==> src/stable_priority_queue_unit_macros.svh <==
// Assertion macros shared by the priority queue RTL.
`ifndef STABLE_PRIORITY_QUEUE_UNIT_MACROS_SVH
`define STABLE_PRIORITY_QUEUE_UNIT_MACROS_SVH
`ifndef SYNTH
`define SPQ_ASSERT_ALWAYS(lbl, clk, rstn, expr) \
	lbl: assert property (@(posedge clk) disable iff (!rstn) (expr)) \
		else $error("spq assertion failed");
`define SPQ_ASSERT_NEXT(lbl, clk, rstn, ante, cons) \
	lbl: assert property (@(posedge clk) disable iff (!rstn) (ante) |=> (cons)) \
		else $error("spq assertion failed");
`else
`define SPQ_ASSERT_ALWAYS(lbl, clk, rstn, expr)
`define SPQ_ASSERT_NEXT(lbl, clk, rstn, ante, cons)
`endif
`endif

==> src/spq_pkg.sv <==
// Types, codes and helpers for the stable priority queue.
package spq_pkg;

	localparam int QUEUE_DEPTH_DEF  = 16;
	localparam int PAYLOAD_BITS_DEF = 16;
	localparam int PRIO_W           = 3;
	localparam int TAG_PORT_W       = 16;

	localparam logic OP_PUSH = 1'b0;
	localparam logic OP_POP  = 1'b1;

	localparam logic [PRIO_W-1:0] PRIO_MIN = 3'd1;
	localparam logic [PRIO_W-1:0] PRIO_MAX = 3'd4;

	typedef enum logic [1:0] {
		ST_PUSHED = 2'd0,
		ST_POPPED = 2'd1,
		ST_EMPTY  = 2'd2,
		ST_FULL   = 2'd3
	} status_t;

	// Broadcast to every cell on an accepted request
	typedef struct packed {
		logic              push;
		logic              pop;
		logic [PRIO_W-1:0] prio;
	} cell_cmd_t;

	// What a cell shows its neighbors
	typedef struct packed {
		logic              valid;
		logic              keep;
		logic [PRIO_W-1:0] prio;
	} cell_link_t;

	function automatic logic [PRIO_W-1:0] clamp_prio(input logic [PRIO_W-1:0] p);
		logic [PRIO_W-1:0] r;
		if (p < PRIO_MIN)
			r = PRIO_MIN;
		else if (p > PRIO_MAX)
			r = PRIO_MAX;
		else
			r = p;
		return r;
	endfunction

endpackage

==> src/spq_cell.sv <==
// One storage cell of the sorted shift chain.
module spq_cell #(
	parameter int TAG_W = 16
) (
	input  logic               clk,
	input  logic               arst_n,
	input  spq_pkg::cell_cmd_t cmd,
	input  logic [TAG_W-1:0]   new_tag,
	input  spq_pkg::cell_link_t left_link,
	input  logic [TAG_W-1:0]   left_tag,
	input  spq_pkg::cell_link_t right_link,
	input  logic [TAG_W-1:0]   right_tag,
	output spq_pkg::cell_link_t link,
	output logic [TAG_W-1:0]   tag
);
	import spq_pkg::*;

	logic              valid_q;
	logic [TAG_W-1:0]  tag_q;
	logic [PRIO_W-1:0] prio_q;
	logic              keep;
	logic              valid_d;
	logic [TAG_W-1:0]  tag_d;
	logic [PRIO_W-1:0] prio_d;
	logic              load;

	// Stay put when this entry ranks at or above the newcomer
	assign keep = valid_q && (prio_q >= cmd.prio);

	always_comb begin
		valid_d = valid_q;
		tag_d   = tag_q;
		prio_d  = prio_q;
		load    = 1'b0;
		if (cmd.push && !keep) begin
			load = 1'b1;
			if (left_link.keep) begin
				valid_d = 1'b1;
				tag_d   = new_tag;
				prio_d  = cmd.prio;
			end else begin
				valid_d = left_link.valid;
				tag_d   = left_tag;
				prio_d  = left_link.prio;
			end
		end else if (cmd.pop) begin
			load    = 1'b1;
			valid_d = right_link.valid;
			tag_d   = right_tag;
			prio_d  = right_link.prio;
		end
	end

	always_ff @(posedge clk or negedge arst_n) begin
		if (!arst_n)
			valid_q <= 1'b0;
		else if (load)
			valid_q <= valid_d;
	end

	always_ff @(posedge clk) begin
		if (load) begin
			tag_q  <= tag_d;
			prio_q <= prio_d;
		end
	end

	assign link = '{valid: valid_q, keep: keep, prio: prio_q};
	assign tag  = tag_q;

endmodule

==> src/stable_priority_queue_unit.sv <==
// Each accepted request's result is captured in a registered output stage.
// Throughput: one push or pop per cycle while the output is not stalled; every cell
// of the chain compares and shifts in parallel, so the chain settles in the accepting cycle.
// A result not yet taken holds the output register and stalls input.
// Reset clears all cell valid bits (queue empty) and the output valid.
module stable_priority_queue_unit #(
	parameter int QUEUE_DEPTH  = spq_pkg::QUEUE_DEPTH_DEF,
	parameter int PAYLOAD_BITS = spq_pkg::PAYLOAD_BITS_DEF
) (
	input  logic                           clk,
	input  logic                           arst_n,
	input  logic                           in_valid,
	output logic                           in_ready,
	input  logic                           op,
	input  logic [spq_pkg::TAG_PORT_W-1:0] payload,
	input  logic [spq_pkg::PRIO_W-1:0]     priority_req,
	output logic                           out_valid,
	input  logic                           out_ready,
	output logic [1:0]                     status,
	output logic [spq_pkg::TAG_PORT_W-1:0] served_payload,
	output logic [spq_pkg::PRIO_W-1:0]     served_priority
);
	import spq_pkg::*;
	`include "stable_priority_queue_unit_macros.svh"

	cell_link_t              links [QUEUE_DEPTH];
	logic [PAYLOAD_BITS-1:0] tags  [QUEUE_DEPTH];
	logic [QUEUE_DEPTH-1:0]  cell_valid;
	cell_cmd_t               cmd;
	logic                    in_fire;
	logic                    empty;
	logic                    full;
	logic [63:0]             in_ext;
	logic [63:0]             head_ext;
	logic [PAYLOAD_BITS-1:0] new_tag;
	status_t                 status_d;
	logic [TAG_PORT_W-1:0]   spay_d;
	logic [PRIO_W-1:0]       sprio_d;
	logic                    out_valid_q;
	status_t                 status_q;
	logic [TAG_PORT_W-1:0]   spay_q;
	logic [PRIO_W-1:0]       sprio_q;

	localparam cell_link_t HEAD_LINK = '{valid: 1'b1, keep: 1'b1, prio: PRIO_MAX};
	localparam cell_link_t TAIL_LINK = '{valid: 1'b0, keep: 1'b0, prio: PRIO_MIN};

	assign in_ready = !out_valid_q || out_ready;
	assign in_fire  = in_valid && in_ready;
	assign empty    = !cell_valid[0];
	assign full     = cell_valid[QUEUE_DEPTH-1];

	assign in_ext  = 64'(payload);
	assign new_tag = in_ext[PAYLOAD_BITS-1:0];
	assign head_ext = 64'(tags[0]);

	assign cmd = '{push: in_fire && (op == OP_PUSH) && !full,
	               pop:  in_fire && (op == OP_POP) && !empty,
	               prio: clamp_prio(priority_req)};

	genvar i;
	generate
		for (i = 0; i < QUEUE_DEPTH; i++) begin : g_cell
			cell_link_t              l_link;
			logic [PAYLOAD_BITS-1:0] l_tag;
			cell_link_t              r_link;
			logic [PAYLOAD_BITS-1:0] r_tag;

			if (i == 0) begin : g_head
				assign l_link = HEAD_LINK;
				assign l_tag  = new_tag;
			end else begin : g_mid_l
				assign l_link = links[i-1];
				assign l_tag  = tags[i-1];
			end

			if (i == QUEUE_DEPTH - 1) begin : g_tail
				assign r_link = TAIL_LINK;
				assign r_tag  = new_tag;
			end else begin : g_mid_r
				assign r_link = links[i+1];
				assign r_tag  = tags[i+1];
			end

			spq_cell #(
				.TAG_W(PAYLOAD_BITS)
			) u_cell (
				.clk       (clk),
				.arst_n    (arst_n),
				.cmd       (cmd),
				.new_tag   (new_tag),
				.left_link (l_link),
				.left_tag  (l_tag),
				.right_link(r_link),
				.right_tag (r_tag),
				.link      (links[i]),
				.tag       (tags[i])
			);

			assign cell_valid[i] = links[i].valid;
		end
	endgenerate

	always_comb begin
		spay_d  = '0;
		sprio_d = '0;
		if (op == OP_PUSH) begin
			status_d = full ? ST_FULL : ST_PUSHED;
		end else if (empty) begin
			status_d = ST_EMPTY;
		end else begin
			status_d = ST_POPPED;
			spay_d   = head_ext[TAG_PORT_W-1:0];
			sprio_d  = links[0].prio;
		end
	end

	always_ff @(posedge clk or negedge arst_n) begin
		if (!arst_n)
			out_valid_q <= 1'b0;
		else if (in_ready)
			out_valid_q <= in_fire;
	end

	always_ff @(posedge clk) begin
		if (in_fire) begin
			status_q <= status_d;
			spay_q   <= spay_d;
			sprio_q  <= sprio_d;
		end
	end

	assign out_valid       = out_valid_q;
	assign status          = status_q;
	assign served_payload  = spay_q;
	assign served_priority = sprio_q;

	// Occupied cells always form one run starting at the head
	`SPQ_ASSERT_ALWAYS(a_thermo, clk, arst_n, ((cell_valid + 1'b1) & cell_valid) == '0)
	`SPQ_ASSERT_NEXT(a_pop_count, clk, arst_n, cmd.pop, $countones(cell_valid) + 1 == $past($countones(cell_valid)))
	`SPQ_ASSERT_NEXT(a_push_count, clk, arst_n, cmd.push, $countones(cell_valid) == $past($countones(cell_valid)) + 1)
	`SPQ_ASSERT_NEXT(a_full_hold, clk, arst_n, in_fire && (op == OP_PUSH) && full, $stable(cell_valid) && status == ST_FULL)

endmodule
==> config.mk <==
export PLATFORM = sky130hd
export DESIGN_NAME = stable_priority_queue_unit
export DESIGN_NICKNAME = d
export VERILOG_FILES = /design/src/spq_pkg.sv /design/src/spq_cell.sv /design/src/stable_priority_queue_unit.sv
export VERILOG_INCLUDE_DIRS = /design/src /design/src/src
export SDC_FILE = /design/constraint.sdc
export NUM_CORES = 1
export LEC_CHECK = 0
export BUFFER_PORTS_ARGS = -buffer_cell sky130_fd_sc_hd__clkbuf_2
export CORE_MARGIN = 3
export CORE_UTILIZATION = 55
export CTS_CLUSTER_SIZE = 20
export DETAILED_ROUTE_END_ITERATION = 8
export PLACE_DENSITY = 0.74
export SLEW_MARGIN = 25
export SYNTH_ARGS = -nofsm -noshare
export SYNTH_HDL_FRONTEND = slang
export SYNTH_SLANG_ARGS = --single-unit
==> constraint.sdc <==
create_clock -name clk -period 2.41 [get_ports clk]
set_clock_uncertainty 0.2 [all_clocks]
set_input_delay 0.1205 -clock clk [delete_from_list [all_inputs] [get_ports clk]]
set_output_delay 0.1205 -clock clk [all_outputs]
set_load 0.005 [all_outputs]
After elaboration in Yosys (flattened, before gate mapping)
Index checks and enable logic that the tools add are counted.
Storage, ports and cells
  bits in registers: 342
  input bits: 24
  output and inout bits: 23
  word-level logic and storage cells: 323
Cells by class
  magnitude comparators: 18
  multiplexer cells: 163
  bitwise logic cells: 1
  reduce and logical (&&, ||, !) cells: 89
Operator list (count)
  $mux 16: 47
  $mux 3: 49
  $mux 1: 64
  $ge 3x3->1: 16
  $logic_and 1x1->1: 37
  $reduce_and 2->1: 17
  $reduce_bool 2->1: 16
  $logic_not 1->1: 18
  $mux 2: 3
  $gt 3x3->1 const B: 1
  $lt 3x1->1 const B: 1
  $logic_or 1x1->1: 1
  $not 1->1: 1

Longest topological paths before layout
  word-level depth: 9
  gate-level depth with buffers: 11
  depth with buffers taken out: 8

Cells and area by module
From an unflattened synthesis, not the netlist that was laid out.
Second synthesis, totals
  cell total of the unflattened synthesis: 1435
  area, all modules: 21635.8 um2
By module, submodules not included
  spq_cell: instances 16, cells an instance 86, area an instance 1296.2 um2, sequential area each 595.6 um2
  stable_priority_queue_unit: instances 1, cells an instance 59, area an instance 895.9 um2, sequential area each 655.6 um2

Worst setup path before layout
Ideal clock, no wire load.
  kind: input port to flip-flop
  start: input port priority_req[2] (netlist bit)
  end: register g_cell[14].u_cell.prio_q[0] (enable)
  setup time: 0.376 ns
  arrival: 2.504 ns
  data required time: 1.834 ns
  setup slack: -0.670 ns
  cell stages on the path: 10
  buffers on the path: 4
  cells stage by stage: buf_2 > a21oi_1 > buf_2 > ha_1 > nand2b_4 > a211oi_2 > o21ai_2 > buf_6 > buf_2 > nand2_1
On the way
  longest elaborated chain between the ends: 9
  elaborated cells on any way between the ends: 11
  those cells by class: order compare (3); mux (3); reduce/logical (5)
RTL lines
  start: declaration: RTL line stable_priority_queue_unit.sv:16  | input logic [spq_pkg::PRIO_W-1:0] priority_req,
  $gt 3x3->1: RTL line spq_pkg.sv:40  | else if (p > PRIO_MAX)
  $mux 3: RTL line spq_pkg.sv:40
  $mux 3 *: RTL line spq_pkg.sv:38  | if (p < PRIO_MIN)
  $ge 3x3->1 *: RTL line spq_cell.sv:28  | assign keep = valid_q && (prio_q >= cmd.prio);
  $logic_and 1x1->1 *: RTL line spq_cell.sv:28
  $logic_not 1->1 *: RTL line spq_cell.sv:35  | if (cmd.push && !keep) begin
  $logic_and 1x1->1 *: RTL line spq_cell.sv:35
  $reduce_bool 2->1 (no line) / $mux 1 (equally long branches)
  $reduce_and 2->1 (no line) *
  end signal: assignment: RTL line spq_cell.sv:64  | prio_q <= prio_d;
  end: declaration: RTL line spq_cell.sv:20  | logic [PRIO_W-1:0] prio_q;
Mark *: on every way between the ends. The rest lies on a longest branch, timed or not.
A chain may end at the register's enable or synchronous reset.

Final worst setup path
  start: register g_cell[14].u_cell.prio_q[0]
  end: register g_cell[15].u_cell.tag_q[13], data pin
On the way
  longest elaborated chain between the ends: 4
RTL lines
  $ge 3x3->1: RTL line spq_cell.sv:28
  $logic_and 1x1->1: RTL line spq_cell.sv:28
  $mux 16: RTL line spq_cell.sv:37  | if (left_link.keep) begin
  $mux 16: RTL line spq_cell.sv:35
  named net g_cell[15].u_cell.tag_d[13]: RTL line spq_cell.sv:23  | logic [TAG_W-1:0] tag_d;
  end signal: assignment: RTL line spq_cell.sv:63  | tag_q <= tag_d;
  end: declaration: RTL line spq_cell.sv:19  | logic [TAG_W-1:0] tag_q;
The timed path passes the listed nets, and every way through them passes these cells.

==> flow_summary.yaml <==
grt:
  grt_max_degree: 52
  grt.total_usage_pct: 24.4
  antenna_found_initial: 0
  grt_pass1_vias: 12600
  grt-ovfl-total: 0
  grt_pass1_wl_um: 69200
die:
  fp.dieH_um: 187
  start_util_pct: 56.4
  dieWidth_um: 187
  fp-row-count: 65
  ios: 47
  core_um2: 31900
  die_area_um2: 34900
pwr:
  seqPwrFrac_pct: 43.3
  power.share.combinational_pct: 27.9
  power.internal_mw: 14.1
  power_switching_mw: 6.31
  p_per_area_nw_per_um2: 980
  p_clk_share_pct: 28.8
  p_leak_nw: 9.28
  swShare_pct: 30.9
  peakVddDrop_uv: 528
flow_run:
  cap_viol_max_count: 0
route:
  final_antenna_net_count: 0
  drtIter0Drc: 1015
  routed_wl_um: 43000
  avgViaCountPerCell: 5.95
  drc: 0
  num_vias: 12400
  wl_per_cell_um: 20.6
  firstDrtPassIters: 7
placement:
  finalWeightedCongestion: 0.846
  io_buffers: 46
  placedInstanceArea_um2: 19500
  dp.cells: 2009
  post-dp-hpwl_um: 30200
synth:
  avgSynthCellArea_um2: 11.6
  synth_nets: 1614
  syn_inst: 1545
  synth-seq-cells: 342
  async_flop_share_pct: 4.97
  ys_seq_area_share_pct: 56.6
  synth_cell_types: 36
  synth_area_um2: 18000
  synth_edf_count: 325
  ys.warnings.count: 0
  synth_top_flop_cell: "edfxtp_1"
timing:
  setup_violations: 0
  finalHoldViolCount: 0
  slew_viol_final: 0
  fin_crit_sh_pct: 95.9
  fin_crit_ns: 2.31
  rsz0062_at_grt: "no"
  max_slew_margin_pct: 64.7
  tightest_slew_ns: 0.530
  setup_tns_ns: 0
  max_freq_mhz: 433
clock_network:
  clk_pin_slew_worst_paths_ns: 0.06
  numClockSinks: 342
  clock_path_buffers: 3
  insertion_delay_ns: 0.53
  cts_tree: "done"
  cts_buffers: 38
  ctsHtreeMaxLevel: 2
  cts_root_buf: "clkbuf_16"
critical_path:
  cp_slowest_cell: "edfxtp_1"
  path_cells: "inv_1, ha_1, nand2b_4, a211oi_4, o21ai_4, buf_12, mux2_4"
  r2r_start: "g_cell[14].u_cell.prio_q[0]"
  cp.required_ns: 2.49
  worstPathMaxFanout: 51
  startpoint_type: "flip-flop"
  reg2regPathDepth: 7
  slowest_delay_ns: 0.39
  cp-end-kind: "flip-flop"
  reg2reg_slack_ns: 0.1
  r2r_end: "g_cell[15].u_cell.tag[13]"
  arrival_ns: 2.39
  crit_type: "reg2reg"
layout:
  multi_input_area_um2: 7210
  utilization_pct: 65.4
  final_cell_area_um2: 20800
  fillers: 2403
  nets: 1690
  final_cells: 2084
  drive_above_1_share_pct: 16.3
  area_growth_pct: 15.8
  num_antenna_cells: 0
  regArea_um2: 10200
min_path:
  min_path_type: "in2async"
run_status:
  status: "finished, final reports clean"
-- cell usage in the layout, fill, tap and decap left out, types with 4 or more instances in the layout --
cell type	netlist	layout
a21oi_2	10	13
dfrtp_1	17	17
mux2i_1	271	271
o21ai_1	14	14
clkinv_2	0	5
a22oi_1	6	6
nor2_1	257	256
nand2_1	50	48
inv_1	27	25
nand2_2	9	10
o21ai_0	33	33
mux2_4	9	9
edfxtp_1	325	325
nor2b_1	15	15
o21ai_2	5	4
clkbuf_1	34	7
clkbuf_16	0	39
mux2_1	18	18
ha_1	45	45
a21oi_1	270	266
clkbuf_2	0	46
buf_4	20	50
dlygate4sd3_1	0	4
nand2b_2	0	13
mux2_2	7	7
clkinv_1	0	8
bufinv_16	0	5
nand2_4	4	5
buf_12	0	45
and3_1	18	18
-- cell families (layout without fill, tap and decap cells) --
family	Yosys count	count (layout)	synth area share, %
AO/OA/AOI/OAI	342	342	10.0
adder cells (fa/ha/maj)	45	45	3.13
buffers and inverters	137	241	3.78
flip-flops	342	342	56.6
multiplexers	305	305	17.4
AND/OR/NAND/NOR	374	374	9.04
-- through the flow --
stage | hold slack (ns) | setup slack, ns | power [mW]
global placement | -0.0708 | -0.0686 | 14.4
floorplan | -0.375 | 0.000153 | 12.5
finish | 0.000968 | 0.0994 | 20.4
detailed placement | -0.0667 | -0.114 | 14.6
global route | 0.0317 | 0.0130 | 21.4
CTS | 0.0210 | 0.0837 | 20.5
-- layout make-up --
cell class	instances	area share [%]
Clock buffer	46	4.81
Clock inverter	22	1.19
Inverter	27	0.486
Multi-Input combinational cell	1066	34.6
Sequential cell	342	48.9
Tap cell	435	2.61
Timing Repair Buffer	146	7.44
-- registers in the layout (all words and copies together), names as in the netlist --
name / flops
served_payload: 16
g_cell.u_cell.prio_q: 48
g_cell.u_cell.valid_q: 16
out_valid: 1
status: 2
served_priority: 3
g_cell.u_cell.tag: 256
-- worst max-delay path by stage --
stage,slack [ns],from,to
finish,0.1,g_cell[14].u_cell.prio_q[0],g_cell[15].u_cell.tag[13]
global route,0.01,g_cell[14].u_cell.prio_q[0],g_cell[14].u_cell.tag[2]
CTS,0.08,g_cell[14].u_cell.prio_q[0],g_cell[14].u_cell.tag[2]
detailed placement,-0.11,priority_req[2],g_cell[14].u_cell.tag[14]
global placement,-0.07,priority_req[1],g_cell[14].u_cell.tag[11]
floorplan,0.0002,priority_req[1],g_cell[15].u_cell.tag[10]
-- critical path: cells and delay by family (launching register included) --
kind / cells / cell delay, ns
AND/OR/NAND/NOR: 1 / 0.15
flip-flops: 1 / 0.39
AO/OA/AOI/OAI: 2 / 0.41
buffers and inverters: 2 / 0.29
adder cells (fa/ha/maj): 1 / 0.23
multiplexers: 1 / 0.33
-- synthesized netlist by cell type (2+ instances only) --
cell      count  share of area [%]
inv_1        27               0.56
nand2b_1     14               0.49
mux2_2        7               0.44
mux2_4        9               0.75
nand2b_4      2               0.15
mux2i_1     271                 15
clkbuf_1     34               0.71
ha_1         45                3.1
and3_1       18               0.63
o21ai_0      33               0.92
nor2b_1      15               0.52
buf_4        20               0.83
nand2_4       4               0.25
mux2_1       18                1.1
buf_2        49                1.4
a22oi_1       6               0.25
o21ai_1      14               0.39
nor2_1      257                5.4
nand2_1      50                1.0
a21oi_1     270                7.5
buf_1         3              0.063
edfxtp_1    325                 54
nand2_2       9               0.31
dfrtp_1      17                2.4
buf_6         4               0.25
o21ai_2       5               0.24
a21oi_2      10               0.49
-- metal layers --
| layer | wire length (µm) | up-vias | track usage (%) |
|---|---|---|---|
| met5 | 0 | - | 0 |
| met4 | 805 | 0 | 5.61 |
| met3 | 2450 | 67 | 3.54 |
| met2 | 21100 | 369 | 41.9 |
| met1 | 18700 | 6160 | 33.3 |
| li1 | - | 5814 | - |
-- power groups by stage --
stage / Clock [mW] / Combinational, mW / Sequential (mW)
6_report: 5.87 / 5.70 / 8.85
5_1_grt: 6.18 / 6.24 / 8.96
4_1_cts: 5.95 / 5.67 / 8.84
3_5_place_dp: 0 / 5.61 / 8.95
3_3_place_gp: 0 / 5.42 / 8.94
2_1_floorplan: 0 / 3.91 / 8.59
-- repair_timing --
item	4_1_cts	5_1_grt
setup buffers	0	2
hold buffers	5	0
endpoints found under the setup margin	0	21
endpoints found under the hold margin	25	0
resized for setup	0	1
Power figures use the tool's default switching activity.
